**src/rtl/tcm_pkg.sv**
```systemverilog
// ----------------------------------------------------------------------------
// tcm_pkg
// Types, wiring tables and mod-26 helpers for the three-rotor cipher machine.
// ----------------------------------------------------------------------------
package tcm_pkg;

	localparam int NLET       = 26;
	localparam int NROT       = 5;
	localparam int NCFG       = 6;
	localparam int TCM_QDEPTH = 4;

	typedef logic [4:0] let_t;
	typedef logic [2:0] rsel_t;
	typedef let_t [NLET-1:0] perm_t;
	typedef perm_t [NROT-1:0] bank_t;

	typedef enum logic {
		REQ_LETTER = 1'b0,
		REQ_LOAD   = 1'b1
	} req_kind_t;

	typedef enum logic [2:0] {
		CFG_LEFT_ROTOR   = 3'd0,
		CFG_MIDDLE_ROTOR = 3'd1,
		CFG_RIGHT_ROTOR  = 3'd2,
		CFG_LEFT_RING    = 3'd3,
		CFG_MIDDLE_RING  = 3'd4,
		CFG_RIGHT_RING   = 3'd5
	} cfg_idx_t;

	typedef struct packed {
		req_kind_t req_type;
		let_t      letter;
		let_t      left_start;
		let_t      middle_start;
		let_t      right_start;
	} tcm_req_t;

	typedef struct packed {
		let_t cipher_letter;
		let_t left_now;
		let_t middle_now;
		let_t right_now;
	} tcm_rsp_t;

	typedef struct packed {
		rsel_t left_rotor;
		rsel_t middle_rotor;
		rsel_t right_rotor;
		let_t  left_ring;
		let_t  middle_ring;
		let_t  right_ring;
	} tcm_cfg_t;

	// one letter in flight: current value, rotor offsets, positions to report
	typedef struct packed {
		let_t c;
		let_t sl;
		let_t sm;
		let_t sr;
		let_t left_pos;
		let_t middle_pos;
		let_t right_pos;
	} tcm_job_t;

	function automatic perm_t to_perm(input logic [NLET*8-1:0] s);
		perm_t p;
		for (int i = 0; i < NLET; i++) begin
			p[i] = let_t'(s[(NLET-1-i)*8 +: 8] - 8'd65);
		end
		return p;
	endfunction

	function automatic perm_t invert(input perm_t p);
		perm_t q;
		q = '0;
		for (int i = 0; i < NLET; i++) begin
			q[p[i]] = let_t'(i);
		end
		return q;
	endfunction

	function automatic bank_t build_fwd();
		bank_t b;
		b[0] = to_perm("EKMFLGDQVZNTOWYHXUSPAIBRCJ");
		b[1] = to_perm("AJDKSIRUXBLHWTMCQGZNPYFVOE");
		b[2] = to_perm("BDFHJLCPRTXVZNYEIWGAKMUSQO");
		b[3] = to_perm("ESOVPZJAYQUIRHXLNFTGKDCMWB");
		b[4] = to_perm("VZBRGITYUPSDNHLXAWMJQOFECK");
		return b;
	endfunction

	localparam bank_t WIRE_FWD = build_fwd();

	function automatic bank_t build_bwd();
		bank_t b;
		for (int w = 0; w < NROT; w++) begin
			b[w] = invert(WIRE_FWD[w]);
		end
		return b;
	endfunction

	localparam bank_t WIRE_BWD = build_bwd();
	localparam perm_t REFL     = to_perm("YRUHQSLDPXNGOKMIEBFZCWVJAT");

	// turnover letters Q E V J Z
	localparam let_t [NROT-1:0] NOTCH = {5'd25, 5'd9, 5'd21, 5'd4, 5'd16};

	function automatic let_t red26(input let_t v);
		return (v >= let_t'(NLET)) ? let_t'(v - let_t'(NLET)) : v;
	endfunction

	function automatic let_t inc26(input let_t v);
		return (v == let_t'(NLET-1)) ? let_t'(0) : let_t'(v + 5'd1);
	endfunction

	function automatic let_t add26(input let_t a, input let_t b);
		logic [5:0] s;
		s = {1'b0, a} + {1'b0, b};
		return (s >= 6'(NLET)) ? let_t'(s - 6'(NLET)) : let_t'(s);
	endfunction

	function automatic let_t sub26(input let_t a, input let_t b);
		logic [5:0] s;
		s = {1'b0, a} + 6'(NLET) - {1'b0, b};
		return (a >= b) ? let_t'(a - b) : let_t'(s);
	endfunction

	function automatic rsel_t sat_sel(input rsel_t v);
		return (v > rsel_t'(NROT-1)) ? rsel_t'(NROT-1) : v;
	endfunction

	function automatic let_t fwd_pass(input rsel_t w, input let_t c, input let_t sh);
		return sub26(WIRE_FWD[w][add26(c, sh)], sh);
	endfunction

	function automatic let_t bwd_pass(input rsel_t w, input let_t c, input let_t sh);
		return sub26(WIRE_BWD[w][add26(c, sh)], sh);
	endfunction

endpackage

```
**src/rtl/tcm_front.sv**
```systemverilog
// ----------------------------------------------------------------------------
// tcm_front
// Takes requests, holds rotor positions, steps them and queues letter jobs.
// ----------------------------------------------------------------------------
module tcm_front (
	input  logic               clk,
	input  logic               arst_n,
	input  tcm_pkg::tcm_cfg_t  cfg,
	input  logic               req_valid,
	output logic               req_stall,
	input  tcm_pkg::tcm_req_t  req,
	input  logic               q_full,
	output logic               push,
	output tcm_pkg::tcm_job_t  job
);
	import tcm_pkg::*;

	let_t  left_pos_q, middle_pos_q, right_pos_q;
	let_t  left_nx, middle_nx, right_nx;
	logic  accept, mid_at, right_at;
	rsel_t wm, wr;

	assign req_stall = q_full;
	assign accept    = req_valid && !q_full;
	assign push      = accept && (req.req_type == REQ_LETTER);

	always_comb begin
		wm       = sat_sel(cfg.middle_rotor);
		wr       = sat_sel(cfg.right_rotor);
		mid_at   = (middle_pos_q == NOTCH[wm]);
		right_at = (right_pos_q == NOTCH[wr]);
		left_nx   = mid_at ? inc26(left_pos_q) : left_pos_q;
		middle_nx = (mid_at || right_at) ? inc26(middle_pos_q) : middle_pos_q;
		right_nx  = inc26(right_pos_q);

		job.c          = red26(req.letter);
		job.sl         = sub26(left_nx, red26(cfg.left_ring));
		job.sm         = sub26(middle_nx, red26(cfg.middle_ring));
		job.sr         = sub26(right_nx, red26(cfg.right_ring));
		job.left_pos   = left_nx;
		job.middle_pos = middle_nx;
		job.right_pos  = right_nx;
	end

	always_ff @(posedge clk or negedge arst_n) begin
		if (!arst_n) begin
			left_pos_q   <= '0;
			middle_pos_q <= '0;
			right_pos_q  <= '0;
		end else if (accept) begin
			if (req.req_type == REQ_LOAD) begin
				left_pos_q   <= red26(req.left_start);
				middle_pos_q <= red26(req.middle_start);
				right_pos_q  <= red26(req.right_start);
			end else begin
				left_pos_q   <= left_nx;
				middle_pos_q <= middle_nx;
				right_pos_q  <= right_nx;
			end
		end
	end

`ifndef ASSERT_OFF
	a_pos_range: assert property (@(posedge clk) disable iff (!arst_n)
		left_pos_q < let_t'(NLET) && middle_pos_q < let_t'(NLET) &&
		right_pos_q < let_t'(NLET))
		else $error("rotor position out of range");

	a_pos_follows_job: assert property (@(posedge clk) disable iff (!arst_n)
		push |=> right_pos_q == $past(job.right_pos) &&
			middle_pos_q == $past(job.middle_pos) && left_pos_q == $past(job.left_pos))
		else $error("positions differ from queued job");
`endif

endmodule

```
**src/rtl/tcm_fifo.sv**
```systemverilog
// ----------------------------------------------------------------------------
// tcm_fifo
// Short job queue between the stepping front and the cipher pipeline.
// ----------------------------------------------------------------------------
module tcm_fifo #(
	parameter int DEPTH = tcm_pkg::TCM_QDEPTH
) (
	input  logic               clk,
	input  logic               arst_n,
	input  logic               push,
	input  tcm_pkg::tcm_job_t  wdata,
	output logic               full,
	input  logic               pop,
	output logic               empty,
	output tcm_pkg::tcm_job_t  rdata
);
	import tcm_pkg::*;

	localparam int PW = $clog2(DEPTH);
	localparam int CW = $clog2(DEPTH + 1);

	tcm_job_t        mem_q [DEPTH];
	logic [PW-1:0]   wr_ptr_q, rd_ptr_q;
	logic [CW-1:0]   count_q;

	assign full  = (count_q == CW'(DEPTH));
	assign empty = (count_q == '0);
	assign rdata = mem_q[rd_ptr_q];

	always_ff @(posedge clk) begin
		if (push) begin
			mem_q[wr_ptr_q] <= wdata;
		end
	end

	always_ff @(posedge clk or negedge arst_n) begin
		if (!arst_n) begin
			wr_ptr_q <= '0;
			rd_ptr_q <= '0;
			count_q  <= '0;
		end else begin
			if (push) begin
				wr_ptr_q <= (wr_ptr_q == PW'(DEPTH-1)) ? '0 : wr_ptr_q + 1'b1;
			end
			if (pop) begin
				rd_ptr_q <= (rd_ptr_q == PW'(DEPTH-1)) ? '0 : rd_ptr_q + 1'b1;
			end
			if (push && !pop) begin
				count_q <= count_q + 1'b1;
			end else if (pop && !push) begin
				count_q <= count_q - 1'b1;
			end
		end
	end

`ifndef ASSERT_OFF
	a_no_overrun: assert property (@(posedge clk) disable iff (!arst_n)
		(push && !pop) |-> !full)
		else $error("push into full queue");

	a_no_underrun: assert property (@(posedge clk) disable iff (!arst_n)
		pop |-> !empty)
		else $error("pop from empty queue");
`endif

endmodule

```
**src/rtl/tcm_back.sv**
```systemverilog
// ----------------------------------------------------------------------------
// tcm_back
// Six-stage cipher pipeline: three rotors in, reflector, three rotors out.
// ----------------------------------------------------------------------------
module tcm_back (
	input  logic               clk,
	input  logic               arst_n,
	input  tcm_pkg::tcm_cfg_t  cfg,
	input  logic               q_empty,
	input  tcm_pkg::tcm_job_t  q_rdata,
	output logic               pop,
	output logic               rsp_valid,
	input  logic               rsp_stall,
	output tcm_pkg::tcm_rsp_t  rsp
);
	import tcm_pkg::*;

	logic     v_s1, v_s2, v_s3, v_s4, v_s5, v_s6;
	tcm_job_t job_s1, job_s2, job_s3, job_s4, job_s5, job_s6;
	tcm_job_t n1, n2, n3, n4, n5, n6;
	rsel_t    wl, wm, wr;
	logic     en;

	assign wl  = sat_sel(cfg.left_rotor);
	assign wm  = sat_sel(cfg.middle_rotor);
	assign wr  = sat_sel(cfg.right_rotor);
	assign en  = !(v_s6 && rsp_stall);
	assign pop = en && !q_empty;

	always_comb begin
		n1   = q_rdata;
		n1.c = fwd_pass(wr, q_rdata.c, q_rdata.sr);
		n2   = job_s1;
		n2.c = fwd_pass(wm, job_s1.c, job_s1.sm);
		n3   = job_s2;
		n3.c = REFL[fwd_pass(wl, job_s2.c, job_s2.sl)];
		n4   = job_s3;
		n4.c = bwd_pass(wl, job_s3.c, job_s3.sl);
		n5   = job_s4;
		n5.c = bwd_pass(wm, job_s4.c, job_s4.sm);
		n6   = job_s5;
		n6.c = bwd_pass(wr, job_s5.c, job_s5.sr);
	end

	always_ff @(posedge clk or negedge arst_n) begin
		if (!arst_n) begin
			v_s1 <= 1'b0;
			v_s2 <= 1'b0;
			v_s3 <= 1'b0;
			v_s4 <= 1'b0;
			v_s5 <= 1'b0;
			v_s6 <= 1'b0;
		end else if (en) begin
			v_s1 <= !q_empty;
			v_s2 <= v_s1;
			v_s3 <= v_s2;
			v_s4 <= v_s3;
			v_s5 <= v_s4;
			v_s6 <= v_s5;
		end
	end

	always_ff @(posedge clk) begin
		if (en) begin
			job_s1 <= n1;
			job_s2 <= n2;
			job_s3 <= n3;
			job_s4 <= n4;
			job_s5 <= n5;
			job_s6 <= n6;
		end
	end

	assign rsp_valid         = v_s6;
	assign rsp.cipher_letter = job_s6.c;
	assign rsp.left_now      = job_s6.left_pos;
	assign rsp.middle_now    = job_s6.middle_pos;
	assign rsp.right_now     = job_s6.right_pos;

`ifndef ASSERT_OFF
	a_letter_range: assert property (@(posedge clk) disable iff (!arst_n)
		rsp_valid |-> rsp.cipher_letter < let_t'(NLET))
		else $error("cipher letter out of range");

	a_stall_freezes: assert property (@(posedge clk) disable iff (!arst_n)
		(v_s6 && rsp_stall) |=> $stable(v_s5) && (!v_s5 || $stable(job_s5)) &&
			!$past(pop))
		else $error("pipeline moved while output stalled");
`endif

endmodule

```
**src/rtl/three_rotor_cipher_machine.sv**
```systemverilog
// ----------------------------------------------------------------------------
// three_rotor_cipher_machine
// Three-rotor cipher with reflector B: front stepper, job queue, cipher pipe.
// ----------------------------------------------------------------------------
// Usage:
//   req channel (req_valid/req_stall/req): a transfer with req_type LOAD sets
//   the three rotor positions and gives no response; a LETTER transfer steps
//   the rotors (double step at the notches) and yields one response.
//   rsp channel (rsp_valid/rsp_stall/rsp): cipher letter and positions after
//   stepping, in request order.
//   cfg port: rotor selection (I..V as 0..4, larger means V) and ring offsets,
//   written with cfg_we/cfg_addr/cfg_wdata while no letter is in flight.
// Timing: one request per cycle sustained while req_stall is low. A letter
//   accepted at an edge is written into the queue at that edge and then passes
//   through the stages of the cipher pipeline to rsp.
// Stall: rsp_stall on a valid rsp freezes the pipeline; the queue of QUEUE_DEPTH
//   jobs then fills and req_stall rises. Loads pass through the front only.
// Reset: positions A A A, rotors I II III, rings A, queue and pipe empty.
// ----------------------------------------------------------------------------
module three_rotor_cipher_machine #(
	parameter int QUEUE_DEPTH = tcm_pkg::TCM_QDEPTH
) (
	input  logic               clk,
	input  logic               arst_n,
	input  logic               cfg_we,
	input  logic [2:0]         cfg_addr,
	input  logic [4:0]         cfg_wdata,
	input  logic               req_valid,
	output logic               req_stall,
	input  tcm_pkg::tcm_req_t  req,
	output logic               rsp_valid,
	input  logic               rsp_stall,
	output tcm_pkg::tcm_rsp_t  rsp
);
	import tcm_pkg::*;

	tcm_cfg_t cfg_q;
	tcm_job_t push_job, head_job;
	logic     push, pop, q_full, q_empty;

	always_ff @(posedge clk or negedge arst_n) begin
		if (!arst_n) begin
			cfg_q.left_rotor   <= rsel_t'(0);
			cfg_q.middle_rotor <= rsel_t'(1);
			cfg_q.right_rotor  <= rsel_t'(2);
			cfg_q.left_ring    <= '0;
			cfg_q.middle_ring  <= '0;
			cfg_q.right_ring   <= '0;
		end else if (cfg_we) begin
			case (cfg_addr)
				CFG_LEFT_ROTOR:   cfg_q.left_rotor   <= cfg_wdata[2:0];
				CFG_MIDDLE_ROTOR: cfg_q.middle_rotor <= cfg_wdata[2:0];
				CFG_RIGHT_ROTOR:  cfg_q.right_rotor  <= cfg_wdata[2:0];
				CFG_LEFT_RING:    cfg_q.left_ring    <= cfg_wdata;
				CFG_MIDDLE_RING:  cfg_q.middle_ring  <= cfg_wdata;
				CFG_RIGHT_RING:   cfg_q.right_ring   <= cfg_wdata;
				default: begin
				end
			endcase
		end
	end

	tcm_front u_front (
		.clk       (clk),
		.arst_n    (arst_n),
		.cfg       (cfg_q),
		.req_valid (req_valid),
		.req_stall (req_stall),
		.req       (req),
		.q_full    (q_full),
		.push      (push),
		.job       (push_job)
	);

	tcm_fifo #(
		.DEPTH (QUEUE_DEPTH)
	) u_fifo (
		.clk    (clk),
		.arst_n (arst_n),
		.push   (push),
		.wdata  (push_job),
		.full   (q_full),
		.pop    (pop),
		.empty  (q_empty),
		.rdata  (head_job)
	);

	tcm_back u_back (
		.clk       (clk),
		.arst_n    (arst_n),
		.cfg       (cfg_q),
		.q_empty   (q_empty),
		.q_rdata   (head_job),
		.pop       (pop),
		.rsp_valid (rsp_valid),
		.rsp_stall (rsp_stall),
		.rsp       (rsp)
	);

endmodule
```
**config.mk**
```make
export PLATFORM = sky130hd
export DESIGN_NAME = three_rotor_cipher_machine
export DESIGN_NICKNAME = d
export VERILOG_FILES = /design/src/rtl/tcm_pkg.sv /design/src/rtl/tcm_front.sv /design/src/rtl/tcm_fifo.sv /design/src/rtl/tcm_back.sv /design/src/rtl/three_rotor_cipher_machine.sv
export SDC_FILE = /design/constraint.sdc
export NUM_CORES = 1
export LEC_CHECK = 0
export BUFFER_PORTS_ARGS = -buffer_cell sky130_fd_sc_hd__clkbuf_2
export CAP_MARGIN = 15
export CORE_AREA = 2 2 240 242
export DETAILED_ROUTE_END_ITERATION = 12
export DIE_AREA = 0 0 242 244
export PLACE_DENSITY = 0.72
export SLEW_MARGIN = 20
export SYNTH_ARGS = -nofsm -noshare
export SYNTH_HDL_FRONTEND = slang
export SYNTH_SLANG_ARGS = --single-unit
```
**constraint.sdc**
```tcl
create_clock -name clk -period 5.9 [get_ports clk]
set_input_delay 0.295 -clock clk [delete_from_list [all_inputs] [get_ports clk]]
set_output_delay 0.295 -clock clk [all_outputs]
set_load 0.005 [all_outputs]
```
==> impl_results.md, run 1 <==
* Outcome: completed
* Mapped Cells at 2699
* Number of top-level pins at 56
* Area contributors post-synth: edfxtp_1 (36%), ha_1 (8.0%), dfrtp_1 (4.7%), o21ai_0 (3.9%), a21oi_1 (3.2%)
* 1st-iter DRT viols at 2741
* GRT Residual Overflow at 0
* Post-layout nets at 2997
* Crit Path Class: reg -> reg
* Syn Area/Cell at 9.95 sq um
* Seq/Total Area, Yosys at 0.407
* Post-Route WL at 76.6 mm
* Post-synthesis xor/xnor area fraction at 0.0303
* CORE AREA at ~56000 sq um
* Mean routed wirelength per cell at between 20 and 25 um
* Buffers on Ports at between 50 and 60
* Area leader, netlist: edfxtp_1
* Clock transition at path regs at 0.06 ns
* DP HPWL at 53.0 mm
* Final ANT Viol Nets at 0
* Initial Utilization at 0.478
* Number of global-route vias before repair at 22.0k
* Count leader, synth: edfxtp_1
* DRC at 0
* CP required at 6.23 ns
* Gr usage total at 0.253
* CTS tree: yes
* Post-synth top flop: edfxtp_1
* Hold crit path type: in -> reg
* Gpl congestion at 1.01
* P&R area growth vs syn at 11.7%
* Synth Area in Compound Gates at 0.227
* Mux cell area share after synthesis at 0.0639
* Post-synth EDFFs at 320
* Yosys reg bits at 372
* Share of cells above drive strength 1 at 0.147
* Crit-path max FO at 6
* Simple-gate share of the synthesized area at 0.112
* Tcrit/Tclk final at 0.960
* DIE WIDTH at between 200 and 250 um
* Critical path capture point type: flop
* Post-Synth Adder-Cell Area at 0.105
* Setup crit start kind: flop
* Largest net degree at the start of global routing at 111
* Syn nets at approximately 2.9k
* Tightest Pin Transition at 1.09 ns
* Worst skew pair latency at 0.58 ns
* Die area at 59000 sq um
* Row count at 87
* Commonest cells in the netlist: edfxtp_1 (320), nor2_1 (218), o21ai_0 (208)
* Min Tclk post-route at roughly 5.7 ns
* PnR worst setup slack at approximately 0.23 ns
* Synth top area share at 0.358
* Final setup vio count at 0
* Vias/cell at 6.38
* Via count at 22.6k
* Distinct cells, synth at about 110
* Drt pass-1 iters at 6
* Max-Cap Viols at 0
* Final Hold Viols at 0
* Async set-reset flop share out of synthesis at 0.140
* Largest family of logic cells by synthesized area: compound AO/OA/AOI/OAI gates
* Post-Route Skew at 0.0545 ns
* CTS max path bufs at 3
* Slew Limit Fails at 0
* Initial antenna violation count at 0
* Synth warn at 0
* Mapped Area at 26800 sq um
* Clock root cell: clkbuf_16
* H-tree depth at 2
* Setup WS pre-CTS at -0.0276 ns
* Ant diodes at 0
* Clock sinks at 372
* Die span in y at ~240 um
* Data arrival time of the critical path at about 6 ns
* First-pass GRT wire length at approximately 120 mm
* CTS Buf Count at 40
* FMAX at between 0.15 and 0.2 GHz
* Slew margin rel. at 0.270
==> path summary, 6_finish.rpt <==
kind	from	endpoint	slack [ns]	depth (start not counted)
max in group asynchronous	arst_n	u_fifo.rd_ptr_q[0]$_DFFE_PN0P_	4.95	3
hold reg to reg	u_back.job_s2[15]$_DFFE_PN_	u_back.job_s3[15]$_DFFE_PN_	0.38	0
min in group asynchronous	arst_n	u_back.v_s3$_DFFE_PN0N_	0.39	3
setup reg to reg	u_back.job_s2[25]$_DFFE_PN_	u_back.job_s3[30]$_DFFE_PN_	0.23	23
hold / removal	rsp_stall	u_back.v_s1$_DFFE_PN0N_	0.01	3
setup / recovery	u_back.job_s2[25]$_DFFE_PN_	u_back.job_s3[30]$_DFFE_PN_	0.23	23
==> kinds of logic after synthesis <==
family / after synthesis
buf+inv: 367
flops: 372
fa+ha+maj: 205
simple gates: 656
mux: 121
compound gates: 885
xor+xnor: 93
==> layout by cell type (no fill, tap or decap), types with 24 or more instances in the layout <==
cell type	synthesis	routed
a211oi_1	39	38
a21oi_1	174	174
a31oi_1	36	36
buf_4	9	114
clkbuf_16	0	40
clkbuf_2	0	55
dfrtp_1	50	49
edfxtp_1	320	320
fa_1	34	34
ha_1	171	167
inv_1	196	195
mux2_2	38	38
mux2i_1	45	44
mux4_2	36	36
nand2_1	191	189
nand2b_1	24	24
nand3_1	56	56
nor2_1	218	218
nor3_1	63	62
o211ai_1	32	32
o21ai_0	208	204
o21ai_1	23	26
o221ai_1	28	28
o22ai_1	24	24
o31ai_1	27	26
xnor2_1	60	58
xor2_1	33	29
==> flip-flops by register name, indices dropped and copies added (netlist names) <==
signal,cells
u_back.rsp,20
u_fifo.wr_ptr_q,2
u_back.job_s2,35
u_fifo.rd_ptr_q,2
cfg_q,24
u_back.v_s1,1
u_front.left_pos_q,5
u_back.v_s5,1
u_front.right_pos_q,5
u_front.middle_pos_q,5
u_back.rsp_valid,1
u_back.v_s2,1
u_back.job_s5,25
u_back.v_s3,1
u_fifo.mem_q,140
u_back.job_s3,35
u_back.job_s1,35
u_back.v_s4,1
u_fifo.count_q,3
u_back.job_s4,30
==> timing repair <==
action | CTS | global route
pin swaps | 0 | 6
endpoints found under the setup margin | 1 | 25
endpoints found under the hold margin | 54 | 0
gates cloned | 0 | 0
resized for setup | 2 | 45
hold buffers | 2 | 0
setup buffers | 0 | 9
==> critical path, stage by stage (launching register included) <==
cell,delay [ns]
edfxtp_1,0.39
ha_2,0.24
fa_1,0.44
nand3_1,0.12
a21oi_1,0.09
or4_4,0.56
a211o_4,0.40
mux2i_1,0.24
a221oi_2,0.10
o31ai_2,0.30
o22ai_1,0.13
a31oi_1,0.20
ha_1,0.30
nor2b_1,0.14
o21ai_1,0.17
a31oi_1,0.12
a211oi_2,0.16
buf_4,0.16
mux2_2,0.40
xor2_4,0.18
buf_4,0.15
nand2b_1,0.06
a21oi_1,0.06
a221o_1,0.26
==> metrics by stage <==
stage                TNS, ns  std cells  cell area (sq um)  hold WS, ns  utilization
floorplan                  0       2699              26800    -0.000591            -
global placement           0       3461              28300        0.401        0.504
detailed placement   -0.0276       3461              28300        0.405        0.504
CTS                        0       3536              29700      0.00342        0.528
global route        -0.00881       3545              30000       0.0238        0.534
finish                     0       3545              30000       0.0142        0.534
==> area by class of cell <==
class | instances | area, sq um
fillers | 4856 | 26200
well taps | 756 | 946
inverters | 203 | 762
clock inverters | 21 | 255
clock buffers | 52 | 1080
multi-input cells | 1960 | 14700
flip-flops and latches | 372 | 10900
repair buffers | 181 | 1330
==> per-layer routing <==
metal	track usage	up-vias	share of wire
li1	-	10300	-
met1	0.350	10900	0.42
met2	0.414	1262	0.46
met3	0.0367	206	0.087
met4	0.0750	0	0.028
met5	0	-	0
Power of run 1 is not shown: default switching activity piles up to over one toggle a cycle in this logic, so the estimate is an artifact.
==> inputs of run 2 (changes only) <==
--- a/config.mk
+++ b/config.mk
@@ -10,7 +10,7 @@
 export CORE_AREA = 2 2 240 242
 export DETAILED_ROUTE_END_ITERATION = 12
 export DIE_AREA = 0 0 242 244
-export PLACE_DENSITY = 0.72
+export PLACE_DENSITY = 0.73
 export SLEW_MARGIN = 20
 export SYNTH_ARGS = -nofsm -noshare
 export SYNTH_HDL_FRONTEND = slang
==> run 2 against run 1 <==
Cell area hardly changed. Hold slack gained 0.011 ns. Core utilization is essentially flat. Non-clock buffer count rose by 14. Global-route usage hardly changed. Clock-buffer cell count is 4 lower. Via count rose by 0.23%. Register-to-register slack got worse by 0.03 ns. Wire length grew 0.63%. Maximum frequency shrank 0.51%. First-iteration DRC count is 11% higher. Critical path type unchanged. Largest cell class unchanged.
==> impl_results.md, run 2 (synthesis gave the netlist of run 1 again) <==
* Top layer in use: met4
* Critical path capture point type: flop
* Die area at 59000 sq um
* 1st-iter DRT viols at 3044
* Clock transition at path regs at 0.07 ns
* Crit-path max FO at 9
* CP required at approximately 6.2 ns
* FMAX at 0.176 GHz
* Worst skew pair latency at 0.58 ns
* Clock sinks at 372
* Fillers at just under 5k
* CORE AREA at 56200 sq um
* Final setup vio count at 0
* R2R depth at 25
* Data arrival time of the critical path at 6.02 ns
* CTS tree: yes
* Largest net degree at the start of global routing at 111
* Tightest Pin Transition at 1.03 ns
* Post-Route WL at 77.1 mm
* Met2 WL at 35.8 mm
* Critical path's largest stage delay at 0.56 ns
* Die span in y at 244 um
* Post-Route Skew at 0.0228 ns
* Vias/cell at 6.37
* Initial antenna violation count at 0
* DRC at 0
* Commonest cells after routing, fill and taps aside: edfxtp_1 (320), nor2_1 (218), o21ai_0 (206), inv_1 (196), nand2_1 (190)
* Dpl cell area at 28300 sq um
* Row count at slightly below 90
* Worst hold stages at 2
* Post-layout nets at between 3k and 4k
* Slowest CP cell: or4_4
* Crit Path Class: reg -> reg
* Max-Cap Viols at 0
* First-pass GRT wire length at ~120 mm
* P&R area growth vs syn at 11.7%
* Final ANT Viol Nets at 0
* Final Hold Viols at 0
* Hold crit path type: in -> reg
* Number of top-level pins at between 50 and 60
* Slew margin rel. at 0.313
* Buffers on Ports at 55
* Number of global-route vias before repair at between 20k and 25k
* RSZ-0062 raised after global routing: true
* Min Tclk post-route at 5.69 ns
* CTS Buf Count at 39
* Drt pass-1 iters at 7
* Tcrit/Tclk final at 0.965
* Via count at 22.7k
* M1 wire length at 32.2 mm
* Share of cells above drive strength 1 at 0.150
* Most common cell after layout, fill and taps aside: edfxtp_1
* Gpl congestion at 0.980
* Ant diodes at 0
* Clock root cell: clkbuf_16
* DP HPWL at 53.7 mm
* Slew Limit Fails at 0
* Metal3 WL at a little under 7 mm
* Initial Utilization at 0.478
* Setup crit start kind: flop
* Mean routed wirelength per cell at ~22 um
* Design Area, Final at 30000 sq um
* CTS max path bufs at 3
* Outcome: completed
* Gr usage total at 0.253
* DIE WIDTH at 242 um
* H-tree depth at 2
* Number of flip-flops in the largest register at 140
* GRT Residual Overflow at 0
* Top reg by flops: u_fifo.mem_q
[run 2: repair_timing]
action / 4_1_cts / 5_1_grt
pin swaps: 1 / 8
gates resized for setup: 3 / 28
buffers inserted: 1 / 14
setup endpoints to repair: 2 / 13
endpoints found under the hold margin: 54 / 0
hold buffers: 2 / 0
gates cloned: 0 / 2
[run 2: worst max-delay path, delay by kind of cell (launching register included)]
kind	cells	cell delay, ns
adders and majority gates	4	1.05
muxes	1	0.29
and+or+nand+nor	3	0.75
DFF	1	0.40
xor gates and xnor gates	2	0.25
buffers and inverters	4	0.63
AOI/OAI and AO/OA	11	2.07
[run 2: area by class of cell]
class | count | area [sq um] | share of cell area
Clock inverter | 24 | 272 | 0.00905
Clock buffer | 48 | 1040 | 0.0347
Tap cell | 756 | 946 | 0.0315
Sequential cell | 372 | 10900 | 0.364
Multi-Input combinational cell | 1961 | 14700 | 0.488
Inverter | 203 | 762 | 0.0254
Timing Repair Buffer | 195 | 1410 | 0.0469
[run 2: metrics by stage]
stage,worst slack (ns),hold WS (ns),instances,util,TNS (ns)
floorplan,0.158,-0.000591,2699,-,0
global placement,0.104,0.401,3468,0.504,0
detailed placement,-0.0404,0.405,3468,0.504,-0.0406
CTS,0.0160,0.00623,3543,0.529,0
global route,-0.0851,0.0209,3559,0.534,-0.0985
finish,0.206,0.0257,3559,0.534,0
[run 2: per-layer routing]
metal,up-vias,track usage
met3,215,0.0454
met5,-,0
met4,0,0.0824
met2,1195,0.411
met1,11000,0.343
li1,10300,-
[run 2: path summary, 6_finish.rpt]
check                                                 start                        endpoint  slack [ns]
worst min-delay path                           cfg_wdata[4]           cfg_q[14]$_DFFE_PN0P_        0.03
min in group asynchronous                            arst_n         u_back.v_s1$_DFFE_PN0N_        0.40
worst max-delay path            u_back.job_s2[25]$_DFFE_PN_     u_back.job_s3[32]$_DFFE_PN_        0.21
worst min register to register   u_back.job_s4[1]$_DFFE_PN_      u_back.job_s5[1]$_DFFE_PN_        0.41
max in group asynchronous                            arst_n  u_fifo.rd_ptr_q[0]$_DFFE_PN0P_        4.96
worst max register to register  u_back.job_s2[25]$_DFFE_PN_     u_back.job_s3[32]$_DFFE_PN_        0.21
Power of run 2 is left out for the same reason.
